### src/design/b32se_pkg.sv
// Shared types, constants and the base32 alphabet for the base32 stream encoder.
`timescale 1ns / 1ps

package b32se_pkg;

    // Default depth of the queue between the byte front end and the character back end.
    localparam int B32SE_QUEUE_DEPTH = 4;

    localparam int SYM_W   = 7;   // ASCII character width
    localparam int GROUP_W = 5;   // one base32 digit
    localparam int MAX_CHARS = 3; // characters one byte can cause

    localparam logic [GROUP_W-1:0] LETTER_COUNT = 5'd26;
    localparam logic [SYM_W-1:0]   CHAR_A       = 7'h41; // 'A'
    localparam logic [SYM_W-1:0]   CHAR_2       = 7'h32; // '2'
    localparam logic [SYM_W-1:0]   CHAR_Z       = 7'h5A; // 'Z'
    localparam logic [SYM_W-1:0]   CHAR_7       = 7'h37; // '7'

    // One classified byte: its characters' 5-bit groups, how many of them are
    // real (1..3) and whether the byte closed the message.
    typedef struct packed {
        logic [MAX_CHARS-1:0][GROUP_W-1:0] groups;
        logic [1:0]                        n_chars;
        logic                              last;
    } b32se_entry_t;

    // Alphabet A-Z then 2-7.
    function automatic logic [SYM_W-1:0] b32_char(input logic [GROUP_W-1:0] group);
        logic [SYM_W-1:0] ch;
        if (group < LETTER_COUNT)
        begin
            ch = CHAR_A + {2'b00, group};
        end
        else
        begin
            ch = CHAR_2 + {2'b00, group - LETTER_COUNT};
        end
        return ch;
    endfunction

endpackage

### src/design/base32_stream_encoder_unit.sv
// Top level of the streaming base32 (RFC 4648, unpadded) encoder.
`timescale 1ns / 1ps

// Byte stream in, base32 ASCII characters out, no padding. Each input
// transaction carries one message byte on s_axis_tdata, with s_axis_tlast set
// on the final byte of a message. Each output transaction carries one
// character (A-Z, 2-7); m_axis_tuser marks the last character caused by a
// given byte and m_axis_tlast marks the last character of the message, which
// includes the zero-filled flush character when the final byte leaves bits
// over. A byte gives one or two characters, a final byte up to three.
// Throughput is set by the character side: one character per cycle while
// m_axis_tready is high; a long message gives 1.6 characters per byte on
// average. The input side takes a byte every cycle as long as the
// QUEUE_DEPTH-entry queue between the byte front end and the character
// back end has room, so short bursts are absorbed without stalling. An
// accepted byte passes the queue slot, the current-entry register and the
// output register. No configuration; reset clears the residue and the queue.
module base32_stream_encoder_unit
#(
    parameter int QUEUE_DEPTH = b32se_pkg::B32SE_QUEUE_DEPTH
)
(
    input  logic       clk,
    input  logic       rst_n,

    input  logic       s_axis_tvalid,
    output logic       s_axis_tready,
    input  logic [7:0] s_axis_tdata,   // [7:0] data_byte
    input  logic       s_axis_tlast,   // final_byte

    output logic       m_axis_tvalid,
    input  logic       m_axis_tready,
    output logic [7:0] m_axis_tdata,   // [6:0] symbol, [7] zero
    output logic       m_axis_tuser,   // [0] run_end
    output logic       m_axis_tlast    // message_end
);

    localparam int LVL_W = $clog2(QUEUE_DEPTH + 1);

    b32se_pkg::b32se_entry_t      push_entry;
    b32se_pkg::b32se_entry_t      head;
    logic                         q_push;
    logic                         q_pop;
    logic                         q_not_empty;
    logic                         q_full;
    logic [LVL_W-1:0]             q_level;
    logic [b32se_pkg::SYM_W-1:0]  symbol;

    // front end: residue tracking and splitting into 5-bit groups
    b32se_front u_front
    (
        .clk        (clk),
        .rst_n      (rst_n),
        .in_valid   (s_axis_tvalid),
        .in_ready   (s_axis_tready),
        .data_byte  (s_axis_tdata),
        .final_byte (s_axis_tlast),
        .q_full     (q_full),
        .push       (q_push),
        .entry      (push_entry)
    );

    // decouples byte intake from character output
    b32se_queue
    #(
        .DEPTH (QUEUE_DEPTH)
    )
    u_queue
    (
        .clk        (clk),
        .rst_n      (rst_n),
        .push       (q_push),
        .push_entry (push_entry),
        .pop        (q_pop),
        .head       (head),
        .not_empty  (q_not_empty),
        .full       (q_full),
        .level      (q_level)
    );

    // back end: one character per cycle into the output register unless the output stalls
    b32se_back u_back
    (
        .clk         (clk),
        .rst_n       (rst_n),
        .head        (head),
        .q_not_empty (q_not_empty),
        .pop         (q_pop),
        .out_valid   (m_axis_tvalid),
        .out_ready   (m_axis_tready),
        .symbol      (symbol),
        .run_end     (m_axis_tuser),
        .message_end (m_axis_tlast)
    );

    assign m_axis_tdata = {1'b0, symbol};

    // ---- assertions ----

    // queue never written while full
    a_no_overflow: assert property (@(posedge clk) disable iff (!rst_n)
        q_push |-> (q_level != LVL_W'(QUEUE_DEPTH)))
        else $error("queue written while full");

    // back end never pops an empty queue
    a_no_underflow: assert property (@(posedge clk) disable iff (!rst_n)
        q_pop |-> (q_level != '0))
        else $error("queue popped while empty");

    // end of message is always also end of the byte's run
    a_msg_end_is_run_end: assert property (@(posedge clk) disable iff (!rst_n)
        (m_axis_tvalid && m_axis_tlast) |-> m_axis_tuser)
        else $error("message end without run end");

    // only alphabet characters leave the block
    a_symbol_range: assert property (@(posedge clk) disable iff (!rst_n)
        m_axis_tvalid |->
            ((symbol >= b32se_pkg::CHAR_A) && (symbol <= b32se_pkg::CHAR_Z)) ||
            ((symbol >= b32se_pkg::CHAR_2) && (symbol <= b32se_pkg::CHAR_7)))
        else $error("character outside base32 alphabet");

endmodule

### src/design/b32se_front.sv
// Front end: accepts bytes, joins them with the residue and splits them into base32 groups.
`timescale 1ns / 1ps

module b32se_front
(
    input  logic                    clk,
    input  logic                    rst_n,
    input  logic                    in_valid,
    output logic                    in_ready,
    input  logic [7:0]              data_byte,
    input  logic                    final_byte,
    input  logic                    q_full,
    output logic                    push,
    output b32se_pkg::b32se_entry_t entry
);

    logic [3:0]  res_bits_reg,  res_bits_next;
    logic [2:0]  res_count_reg, res_count_next;

    logic [3:0]  cnt;        // valid bits in buf, 8..12
    logic [11:0] buf_bits;
    logic [3:0]  shift;
    logic [14:0] aligned;    // buf left-aligned, zero-filled on the right
    logic        two_full;
    logic [3:0]  left;
    logic [3:0]  left_mask;

    assign in_ready = !q_full;
    assign push     = in_valid && !q_full;

    always_comb
    begin
        cnt       = {1'b0, res_count_reg} + 4'd8;
        buf_bits  = {res_bits_reg, data_byte};
        shift     = 4'd15 - cnt;
        aligned   = {3'b000, buf_bits} << shift;
        two_full  = (cnt >= 4'd10);
        left      = two_full ? (cnt - 4'd10) : (cnt - 4'd5);
        left_mask = 4'hF >> (4'd4 - left);

        entry.groups[0] = aligned[14:10];
        entry.groups[1] = aligned[9:5];
        entry.groups[2] = aligned[4:0];
        entry.n_chars   = (two_full ? 2'd2 : 2'd1)
                        + {1'b0, (final_byte && (left != 4'd0))};
        entry.last      = final_byte;

        res_bits_next  = res_bits_reg;
        res_count_next = res_count_reg;
        if (push)
        begin
            if (final_byte)
            begin
                res_bits_next  = 4'd0;
                res_count_next = 3'd0;
            end
            else
            begin
                res_bits_next  = buf_bits[3:0] & left_mask;
                res_count_next = left[2:0];
            end
        end
    end

    always_ff @(posedge clk or negedge rst_n)
    begin
        if (!rst_n)
        begin
            res_bits_reg  <= 4'd0;
            res_count_reg <= 3'd0;
        end
        else
        begin
            res_bits_reg  <= res_bits_next;
            res_count_reg <= res_count_next;
        end
    end

endmodule

### src/design/b32se_queue.sv
// Small register queue of classified bytes between front end and back end.
`timescale 1ns / 1ps

module b32se_queue
#(
    parameter int DEPTH = b32se_pkg::B32SE_QUEUE_DEPTH
)
(
    input  logic                         clk,
    input  logic                         rst_n,
    input  logic                         push,
    input  b32se_pkg::b32se_entry_t      push_entry,
    input  logic                         pop,
    output b32se_pkg::b32se_entry_t      head,
    output logic                         not_empty,
    output logic                         full,
    output logic [$clog2(DEPTH+1)-1:0]   level
);

    localparam int PTR_W = (DEPTH > 1) ? $clog2(DEPTH) : 1;
    localparam int LVL_W = $clog2(DEPTH + 1);
    localparam logic [PTR_W-1:0] PTR_LAST = PTR_W'(DEPTH - 1);
    localparam logic [LVL_W-1:0] LVL_FULL = LVL_W'(DEPTH);

    b32se_pkg::b32se_entry_t slots_reg [DEPTH];

    logic [PTR_W-1:0] wr_ptr_reg, wr_ptr_next;
    logic [PTR_W-1:0] rd_ptr_reg, rd_ptr_next;
    logic [LVL_W-1:0] level_reg,  level_next;

    assign head      = slots_reg[rd_ptr_reg];
    assign not_empty = (level_reg != '0);
    assign full      = (level_reg == LVL_FULL);
    assign level     = level_reg;

    always_comb
    begin
        wr_ptr_next = wr_ptr_reg;
        rd_ptr_next = rd_ptr_reg;
        level_next  = level_reg;
        if (push)
        begin
            wr_ptr_next = (wr_ptr_reg == PTR_LAST) ? '0 : wr_ptr_reg + 1'b1;
        end
        if (pop)
        begin
            rd_ptr_next = (rd_ptr_reg == PTR_LAST) ? '0 : rd_ptr_reg + 1'b1;
        end
        case ({push, pop})
            2'b10:   level_next = level_reg + 1'b1;
            2'b01:   level_next = level_reg - 1'b1;
            default: level_next = level_reg;
        endcase
    end

    always_ff @(posedge clk or negedge rst_n)
    begin
        if (!rst_n)
        begin
            wr_ptr_reg <= '0;
            rd_ptr_reg <= '0;
            level_reg  <= '0;
        end
        else
        begin
            wr_ptr_reg <= wr_ptr_next;
            rd_ptr_reg <= rd_ptr_next;
            level_reg  <= level_next;
        end
    end

    // payload storage, no reset
    always_ff @(posedge clk)
    begin
        if (push)
        begin
            slots_reg[wr_ptr_reg] <= push_entry;
        end
    end

endmodule

### src/design/b32se_back.sv
// Back end: walks one queued entry a character per cycle, unless the output stalls, into the output register.
`timescale 1ns / 1ps

module b32se_back
(
    input  logic                              clk,
    input  logic                              rst_n,
    input  b32se_pkg::b32se_entry_t           head,
    input  logic                              q_not_empty,
    output logic                              pop,
    output logic                              out_valid,
    input  logic                              out_ready,
    output logic [b32se_pkg::SYM_W-1:0]       symbol,
    output logic                              run_end,
    output logic                              message_end
);

    b32se_pkg::b32se_entry_t cur_reg, cur_next;
    logic                    cur_valid_reg, cur_valid_next;
    logic [1:0]              idx_reg, idx_next;

    logic                              out_valid_reg, out_valid_next;
    logic [b32se_pkg::SYM_W-1:0]       symbol_reg, symbol_next;
    logic                              run_end_reg, run_end_next;
    logic                              message_end_reg, message_end_next;

    logic                                load;
    logic                                last_char;
    logic                                cur_done;
    logic [b32se_pkg::GROUP_W-1:0]       group;

    always_comb
    begin
        case (idx_reg)
            2'd0:    group = cur_reg.groups[0];
            2'd1:    group = cur_reg.groups[1];
            2'd2:    group = cur_reg.groups[2];
            default: group = cur_reg.groups[0];
        endcase

        load      = cur_valid_reg && (!out_valid_reg || out_ready);
        last_char = (idx_reg == (cur_reg.n_chars - 2'd1));
        cur_done  = load && last_char;
        pop       = q_not_empty && (!cur_valid_reg || cur_done);

        cur_next       = pop ? head : cur_reg;
        cur_valid_next = pop ? 1'b1 : (cur_done ? 1'b0 : cur_valid_reg);
        idx_next       = pop ? 2'd0 : (load ? idx_reg + 2'd1 : idx_reg);

        out_valid_next   = load ? 1'b1 : (out_ready ? 1'b0 : out_valid_reg);
        symbol_next      = load ? b32se_pkg::b32_char(group) : symbol_reg;
        run_end_next     = load ? last_char : run_end_reg;
        message_end_next = load ? (last_char && cur_reg.last) : message_end_reg;
    end

    always_ff @(posedge clk or negedge rst_n)
    begin
        if (!rst_n)
        begin
            cur_valid_reg <= 1'b0;
            idx_reg       <= 2'd0;
            out_valid_reg <= 1'b0;
        end
        else
        begin
            cur_valid_reg <= cur_valid_next;
            idx_reg       <= idx_next;
            out_valid_reg <= out_valid_next;
        end
    end

    always_ff @(posedge clk)
    begin
        cur_reg         <= cur_next;
        symbol_reg      <= symbol_next;
        run_end_reg     <= run_end_next;
        message_end_reg <= message_end_next;
    end

    assign out_valid   = out_valid_reg;
    assign symbol      = symbol_reg;
    assign run_end     = run_end_reg;
    assign message_end = message_end_reg;

endmodule

### config.mk
export PLATFORM = sky130hd
export DESIGN_NAME = base32_stream_encoder_unit
export DESIGN_NICKNAME = d
export VERILOG_FILES = /design/src/design/b32se_pkg.sv /design/src/design/base32_stream_encoder_unit.sv /design/src/design/b32se_front.sv /design/src/design/b32se_queue.sv /design/src/design/b32se_back.sv
export SDC_FILE = /design/constraint.sdc
export NUM_CORES = 1
export LEC_CHECK = 0
export BUFFER_PORTS_ARGS = -buffer_cell sky130_fd_sc_hd__buf_2
export CAP_MARGIN = 30
export CORE_AREA = 2 2 120 122
export CTS_BUF_LIST = sky130_fd_sc_hd__clkbuf_8
export DETAILED_ROUTE_END_ITERATION = 10
export DIE_AREA = 0 0 122 124
export GPL_ROUTABILITY_DRIVEN = 0
export PLACE_DENSITY_LB_ADDON = 0.12
export SLEW_MARGIN = 20
export SYNTH_ARGS = -nofsm -noshare
export SYNTH_HDL_FRONTEND = slang
export SYNTH_HIERARCHICAL = 1
export SYNTH_SLANG_ARGS = --single-unit
export TNS_END_PERCENT = 20
### constraint.sdc
create_clock -name clk -period 3 [get_ports clk]
set_input_delay 0.15 -clock clk [delete_from_list [all_inputs] [get_ports clk]]
set_output_delay 0.15 -clock clk [all_outputs]
set_load 0.05 [all_outputs]
==> results of run 1 <==
how the worst max path moves through the flow:
stage / end / depth (start not counted) / slack (ns) / start
6_report: u_back/symbol[6] / 9 / 0.37 / u_back/idx_reg[0]
5_1_grt: u_back/symbol[6] / 9 / 0.09 / u_back/idx_reg[0]
4_1_cts: u_back/symbol[6] / 9 / 0.35 / u_back/idx_reg[0]
3_5_place_dp: u_back/symbol[6] / 9 / 0.37 / u_back/idx_reg[0]
3_3_place_gp: u_back/symbol[6] / 9 / 0.44 / u_back/idx_reg[0]
2_1_floorplan: u_queue/level[2] / 10 / 0.26 / u_back/idx_reg[1]
routing by layer:
| metal | up-vias | track usage, % |
|---|---|---|
| met3 | 6 | 4.95 |
| li1 | 1443 | - |
| met1 | 1470 | 16.8 |
| met4 | 0 | 5.17 |
| met5 | - | 0 |
| met2 | 43 | 24.1 |
cell usage in the layout, fill, tap and decap left out, types with 3 or more instances in the layout:
| master | n |
|---|---|
| xor2_1 | 4 |
| buf_4 | 11 |
| nor2_1 | 15 |
| o21ai_0 | 16 |
| nand3_1 | 7 |
| a32o_1 | 4 |
| o21ai_1 | 5 |
| xnor2_1 | 8 |
| dfrtp_1 | 18 |
| buf_2 | 23 |
| or3_1 | 3 |
| inv_1 | 24 |
| mux2_2 | 8 |
| and2_1 | 7 |
| a21oi_1 | 7 |
| nor2b_1 | 4 |
| clkbuf_8 | 21 |
| mux4_2 | 18 |
| clkinv_1 | 3 |
| nand2_1 | 32 |
| edfxtp_1 | 99 |
| ha_1 | 19 |
| mux2i_1 | 7 |
| clkinv_2 | 4 |
| nand2b_1 | 7 |
Yosys cell counts, drive strengths merged, types with 5 or more instances:
cell,n,area [µm²]
edfxtp,99,2970
mux2,11,128
dfrtp,18,450
nand3,7,35.0
a21oi,8,43.8
nor2b,5,38.8
nand2b,8,57.6
nand2,32,120
mux4,18,405
and2,7,43.8
buf,13,109
inv,19,71.3
xnor2,8,70.1
mux2i,7,70.1
nor2,15,56.3
ha,19,238
o21ai,23,130
worst max-delay path, stage by stage (launching register included):
cell      delay, ns
dfrtp_1        0.38
inv_1          0.08
ha_1           0.45
nor2b_4        0.19
nor2_1         0.28
inv_1          0.11
ha_1           0.24
nor2b_1        0.36
o31a_2         0.22
nand3b_1       0.06
power groups by stage:
stage	sequential, mW	clock [mW]	combinational, mW
6_report	2.80	1.20	3.16
5_1_grt	2.86	1.33	3.55
4_1_cts	2.81	1.25	3.19
3_5_place_dp	2.84	0	3.18
3_3_place_gp	2.82	0	3.14
2_1_floorplan	2.96	0	2.37
final cells by class:
cell class | count | share of cell area [%]
flip-flops and latches | 117 | 56.3
multi-input cells | 210 | 29.7
clock buffers | 21 | 4.75
well taps | 180 | 3.70
repair buffers | 36 | 3.58
inverters | 20 | 1.23
clock inverters | 11 | 0.761
metrics by stage:
step	std cells	hold WS, ns	area, µm²	worst slack, ns
finish	595	0.0291	6080	0.373
detailed placement	561	0.133	5720	0.374
global route	595	0.00168	6080	0.0874
floorplan	362	-0.146	5420	0.255
CTS	595	0.00376	6080	0.352
global placement	561	0.126	5720	0.442
logic make-up (layout without fill, tap and decap cells):
group	count (synthesis)	in the layout	synth area share, %
mux	36	36	11.1
fa+ha+maj	20	20	4.76
xor+xnor	12	12	1.94
compound gates	57	57	7.69
flops	117	117	63.2
buf+inv	35	88	3.53
simple gates	84	84	7.69
other cells	1	1	0.0692
==> results.md, run 1 <==
- Status: complete, no violations
- Met3 wire length: 336 µm
- Post-CTS Setup Bufs: 0
- Fin crit period: roughly 2.6 ns
- Cell area after synthesis: roughly 5400 µm²
- CTS tree: built
- Clock transition at path regs: about 0.06 ns
- Vias/cell: around 5.0
- WHS Path Cells: 2
- Number of global-route vias before repair: about 3000
- Die Span Y: 124 µm
- Syn_area_per_cell: 15.0 µm²
- TritonCTS Buffers: 17
- HP Start: s_axis_tdata[1]
- Core area: about 14000 µm²
- WP data arrival: between 2 and 3 ns
- Post-synth EDFFs: 99
- Startpoint Class: flop
- ANT nets after route: 0
- Synthesis-to-finish area growth: 12.2%
- Element type at the critical path end: flop
- Synth Warn #: 6
- Pins Over Slew Limit: 0
- Flops & latches, synth: ~120
- CP Class: reg -> reg
- Sequential-to-total area share from yosys stat: 63.2%
- Synth Net Count: around 400
- Slew @ Worst Pin: slightly below 0.9 ns
- Internal: between 4 and 5 mW
- Number of diodes: 0
- Sequential fraction of design power: between 30 and 40%
- Die ar.: 15100 µm²
- Overall global routing resource usage: 14.2%
- Cells on worst reg2reg path: 9
- Sw Share: a little under two fifths
- PwrDens: 1180 nW/µm²
- FF-to-FF setup slack: roughly 0.37 ns
- Number of flip-flops under the largest register name: 72
- Post_cts resized: 0
- Routed length on met2: 4760 µm
- Clk_lat worst skew: ~0.42 ns
- Predominant post-synthesis flop cell: edfxtp_1
- H-tree levels: 4
- Chip width: between 100 and 150 µm
- Register Area: about 3400 µm²
- RSZ-0062 raised after global routing: no
- First-pass GRT wire length: 15600 µm
- Sw Pwr: ~2.7 mW
- Clock Skew: 0.00635 ns
- Routed wire length: approximately 9400 µm
- Initial core utilization: between 30% and 40%
- CTS root buf: clkbuf_8
- Comb power frac: between 40% and 50%
- RR Startpoint: u_back/idx_reg[0]
- Relative slew margins: ~41%
- F_max: 381 MHz
- Cell variety after synth: a little under 60
- Final hold violation count: 0
- Clock power share: 16.7%
- Worst hold endpoint: u_front/res_bits_reg[1]
- Setup TNS: 0 ns
- Total gr overflow: 0
- Sink Count: between 100 and 150
- Pre-antenna DRT Iters: 4
- DR vias: ~3000
- Initial antenna violation count: 0
- Footprint of the multi-input gates: between 1500 and 2000 µm²
- Largest net degree at the start of global routing: 26
- Max_cap viols: 0
- WL per Instance: 15.9 µm
- Clock Tree Buf Depth: 2
- Post-DP HPWL: 6500 µm
- Pleak: 2.25 nW
- Uppermost layer routed: met4
- Worst VDD drop: ~0.57 mV
- Worst R2R End: u_back/symbol[6]
- Drt initial violations: between 90 and 100
- Final Util: between 40% and 50%
- Total power: roughly 7.2 mW
- IO buf count: 23
- Cell Rows: 43
- Worst EP required: about 3.2 ns
- Hold Crit Class: in -> reg
- Fin nets: about 440
- Asr flop ratio synth: between 10% and 20%
- Number of remaining DRC errors: 0
- CTS Hold Bufs: 2
- M1 wire length: approximately 4300 µm
- Critical Path Fanout Max: 10
- Cells after Synth: ~360
- Fillers: 1255
- Period utilisation layout: about 90%
- I/O pin count: 25
- Final setup viols: 0
- Fraction of layout cells with a size suffix above 1: a little under a quarter
No activity file was read; power rests on OpenSTA's default activity.
==> inputs of run 2 (changes only) <==
Settings changed: ABC_AREA set to 1, BUFFER_PORTS_ARGS -buffer_cell sky130_fd_sc_hd__buf_2 to -buffer_cell sky130_fd_sc_hd__clkbuf_2, CORE_AREA 2 2 120 122 to 2 2 124 126, DIE_AREA 0 0 122 124 to 0 0 126 128.
==> run 2 against run 1 <==
  * Fmax increased by 11%
  * Combinational power increased by 8.9%
  * Via count increased by 27%
  * Sequential share of layout area decreased by 2.9 points
  * Non-clock buffer count decreased by 1
  * Global-route usage increased by 0.83 points
  * Clock skew increased by 0.0063 ns
  * Power increased by 7.3%
  * Count of clock-buffer cells in the layout decreased by 4
  * Highest routed layer unchanged
==> results.md, run 2 <==
- Initial core utilization: 38.8% (-0.72 points)
- WHS Path Cells: 5 (+3)
- CTS tree: built
- ANT nets after route: 0 (unchanged)
- Cells after Synth: 565 (+56%)
- Fraction of layout cells with a size suffix above 1: 13.7% (-10 points)
- Startpoint Class: flop
- FF-to-FF setup slack: 0.63 ns (+0.25 ns)
- Commonest non-fill, non-tap cell in the layout: nand2_1
- RSZ-0062 raised after global routing: no
- Number of diodes: 0 (unchanged)
- Post-synth EDFFs: 99 (unchanged)
- Status: complete, no violations
- Syn_area_per_cell: 10.2 µm² (-32%)
- Setup TNS: 0 ns (unchanged)
- Vias/cell: 4.70 (-5.6%)
- Total gr overflow: 0 (unchanged)
- Critical Path Fanout Max: 8 (-2)
- M1 wire length: 5150 µm (+21%)
- Initial antenna violation count: 0 (unchanged)
- Synth Net Count: 598 (+51%)
- Routed wire length: 11000 µm (+16%)
- Most frequent cell after synthesis: nand2_1
- Uppermost layer routed: met4
- Setup ws final: 0.626 ns (+0.253 ns)
- Number of remaining DRC errors: 0 (unchanged)
- Leading cell types in the layout, fill and taps excluded: nand2_1, edfxtp_1, inv_1
- Die Span Y: 128 µm (+3.2%)
- Pins Over Slew Limit: 0 (unchanged)
- Fin nets: 632 (+45%)
- H-tree levels: 4 (unchanged)
- I/O pin count: 25 (unchanged)
- Cell area after synthesis: 5760 µm² (+6.4%)
- Die ar.: 16100 µm² (+6.6%)
- CTS root buf: clkbuf_8
- Core area: 14900 µm² (+8.3%)
- Predominant post-synthesis flop cell: edfxtp_1
- Asr flop ratio synth: 15.4% (unchanged)
- Cell Rows: 45 (+4.7%)
- Pre-antenna DRT Iters: 4 (unchanged)
- HP Start: s_axis_tdata[1]
- Worst hold endpoint: u_front/res_bits_reg[1]
- Clock Tree Buf Depth: 2 (unchanged)
- Synthesis-to-finish area growth: 11.3%
- Pre-CTS WS: 0.653 ns (+0.279 ns)
- Register Area: 3420 µm² (unchanged)
- Slew @ Worst Pin: 0.652 ns (-0.234 ns)
- Flops & latches, synth: 117 (unchanged)
- Hold Crit Class: in -> reg
- WP data arrival: 2.56 ns (-0.24 ns)
- Relative slew margins: 56.5% (+16 points)
- Worst R2R End: u_back/symbol[2]
- Post-synth top area cell: edfxtp_1
- Total power: 7.68 mW (+7.3%)
- Post-Layout Cell Count: 799 (+34%)
- Max_cap viols: 0 (unchanged)
- Clock transition at path regs: 0.07 ns (about the same)
- WL per Instance: 13.7 µm (-13%)
- Worst VDD drop: 0.347 mV (-39%)
- Drt initial violations: 106 (+12%)
- Post-DP HPWL: 7600 µm (+17%)
- F_max: 421 MHz (+11%)
- Number of global-route vias before repair: 3713 (+21%)
- Top post-synthesis cells by area: edfxtp_1, nand2_1, dfrtp_1
- TritonCTS Buffers: 17 (unchanged)
- Overall global routing resource usage: 15.0% (+0.83 points)
- Cells on worst reg2reg path: 13 (+4)
- Pleak: 2.83 nW (+25%)
- Final hold violation count: 0 (unchanged)
- Worst EP required: 3.18 ns (about the same)
- Element type at the critical path end: flop
- Cell variety after synth: 37 (-36%)
- RR Startpoint: u_back/idx_reg[0]
- Number of instances in the placed design: 764 (+36%)
- Period utilisation layout: 79.1% (-8.4 points)
- Fin crit period: 2.37 ns (-0.253 ns)
- Chip width: 126 µm (+3.3%)
- Sink Count: 117 (unchanged)
- Post_cts resized: 0 (unchanged)
- Clk_lat worst skew: 0.43 ns (about the same)
- Final setup viols: 0 (unchanged)
- Fillers: 1460 (+16%)
- Clock Skew: 0.0127 ns (+0.00633 ns)
- PwrDens: 1200 nW/µm² (+1.7%)
- Post-synth top area share: 51.6% (-3.3 points)
- Synth Warn #: 6 (unchanged)
- Post-CTS Setup Bufs: 0 (unchanged)
- IO buf count: 23 (unchanged)
- Number of flip-flops under the largest register name: 72 (unchanged)
- Footprint of the multi-input gates: 1810 µm² (+0.56%)
- First-pass GRT wire length: 18600 µm (+19%)
- CP Class: reg -> reg
- DR vias: 3754 (+27%)
- Routed length on met2: 5400 µm (+13%)
- Met3 wire length: 319 µm (-5.1%)
- Most common library cells after synthesis: nand2_1, edfxtp_1, inv_1
- Sequential-to-total area share from yosys stat: 59.4% (-3.8 points)
- Final Util: 43.2% (-1.2 points)
- Largest net degree at the start of global routing: 74 (+180%)
-- run 2: per-layer routing --
metal	vias to the layer above	global-route usage (%)
met1	1747	18.2
met3	9	4.38
met5	-	0
met4	0	5.62
met2	54	25.6
li1	1944	-
-- run 2: cells by family after synthesis --
group	share of synthesized area, %
compound gates	8.68
fa+ha+maj	4.47
other cells	0.0651
buf+inv	9.21
flops	59.4
simple gates	16.9
mux	0.174
xor+xnor	1.06
-- run 2: cell type report --
| type | count | area share (%) |
|---|---|---|
| multi-input combinational | 337 | 28.3 |
| clock buffer | 17 | 3.65 |
| inverter | 91 | 5.44 |
| timing repair buffer | 35 | 3.35 |
| sequential | 117 | 53.4 |
| clock inverter | 14 | 2.26 |
| tap | 188 | 3.67 |
-- run 2: worst max path at each step --
stage                                         from  slack, ns  depth (start not counted)                      end
after floorplan                   u_back/out_valid       0.05                         12         u_queue/level[2]
after global placement           u_back/idx_reg[0]       0.71                         13         u_back/symbol[2]
after detailed placement  u_front/res_count_reg[1]       0.65                          9  u_queue/slots_reg[1][1]
after CTS                 u_front/res_count_reg[1]       0.63                          9  u_queue/slots_reg[2][1]
after global routing      u_front/res_count_reg[1]       0.33                          9  u_queue/slots_reg[2][1]
final                            u_back/idx_reg[0]       0.63                         13         u_back/symbol[2]
-- run 2: stage by stage --
step / area (µm²) / hold WS (ns)
2_1_floorplan: 5770 / -0.146
3_3_place_gp: 6000 / 0.156
3_5_place_dp: 6000 / 0.157
4_1_cts: 6410 / 0.0467
5_1_grt: 6410 / 0.0692
6_report: 6410 / 0.0748
-- run 2: report_power, final --
group / internal (mW) / switching, mW
registers: 2.64 / 0.215
clock network: 0.795 / 0.591
logic: 1.04 / 2.39
-- run 2: worst max-delay path, cell delays in order, from the launching register on --
cell,delay [ns]
dfrtp_1,0.40
inv_1,0.07
ha_1,0.34
inv_2,0.09
nand3_1,0.11
nand2_1,0.10
inv_1,0.16
ha_1,0.19
inv_1,0.05
nor2_1,0.17
inv_1,0.16
nand2_1,0.11
xnor2_1,0.12
inv_1,0.05
-- run 2: timing repair --
action / CTS / global route
endpoints found under the hold margin: 24 / 0
setup endpoints to repair: 0 / 0
hold buffers: 4 / 0
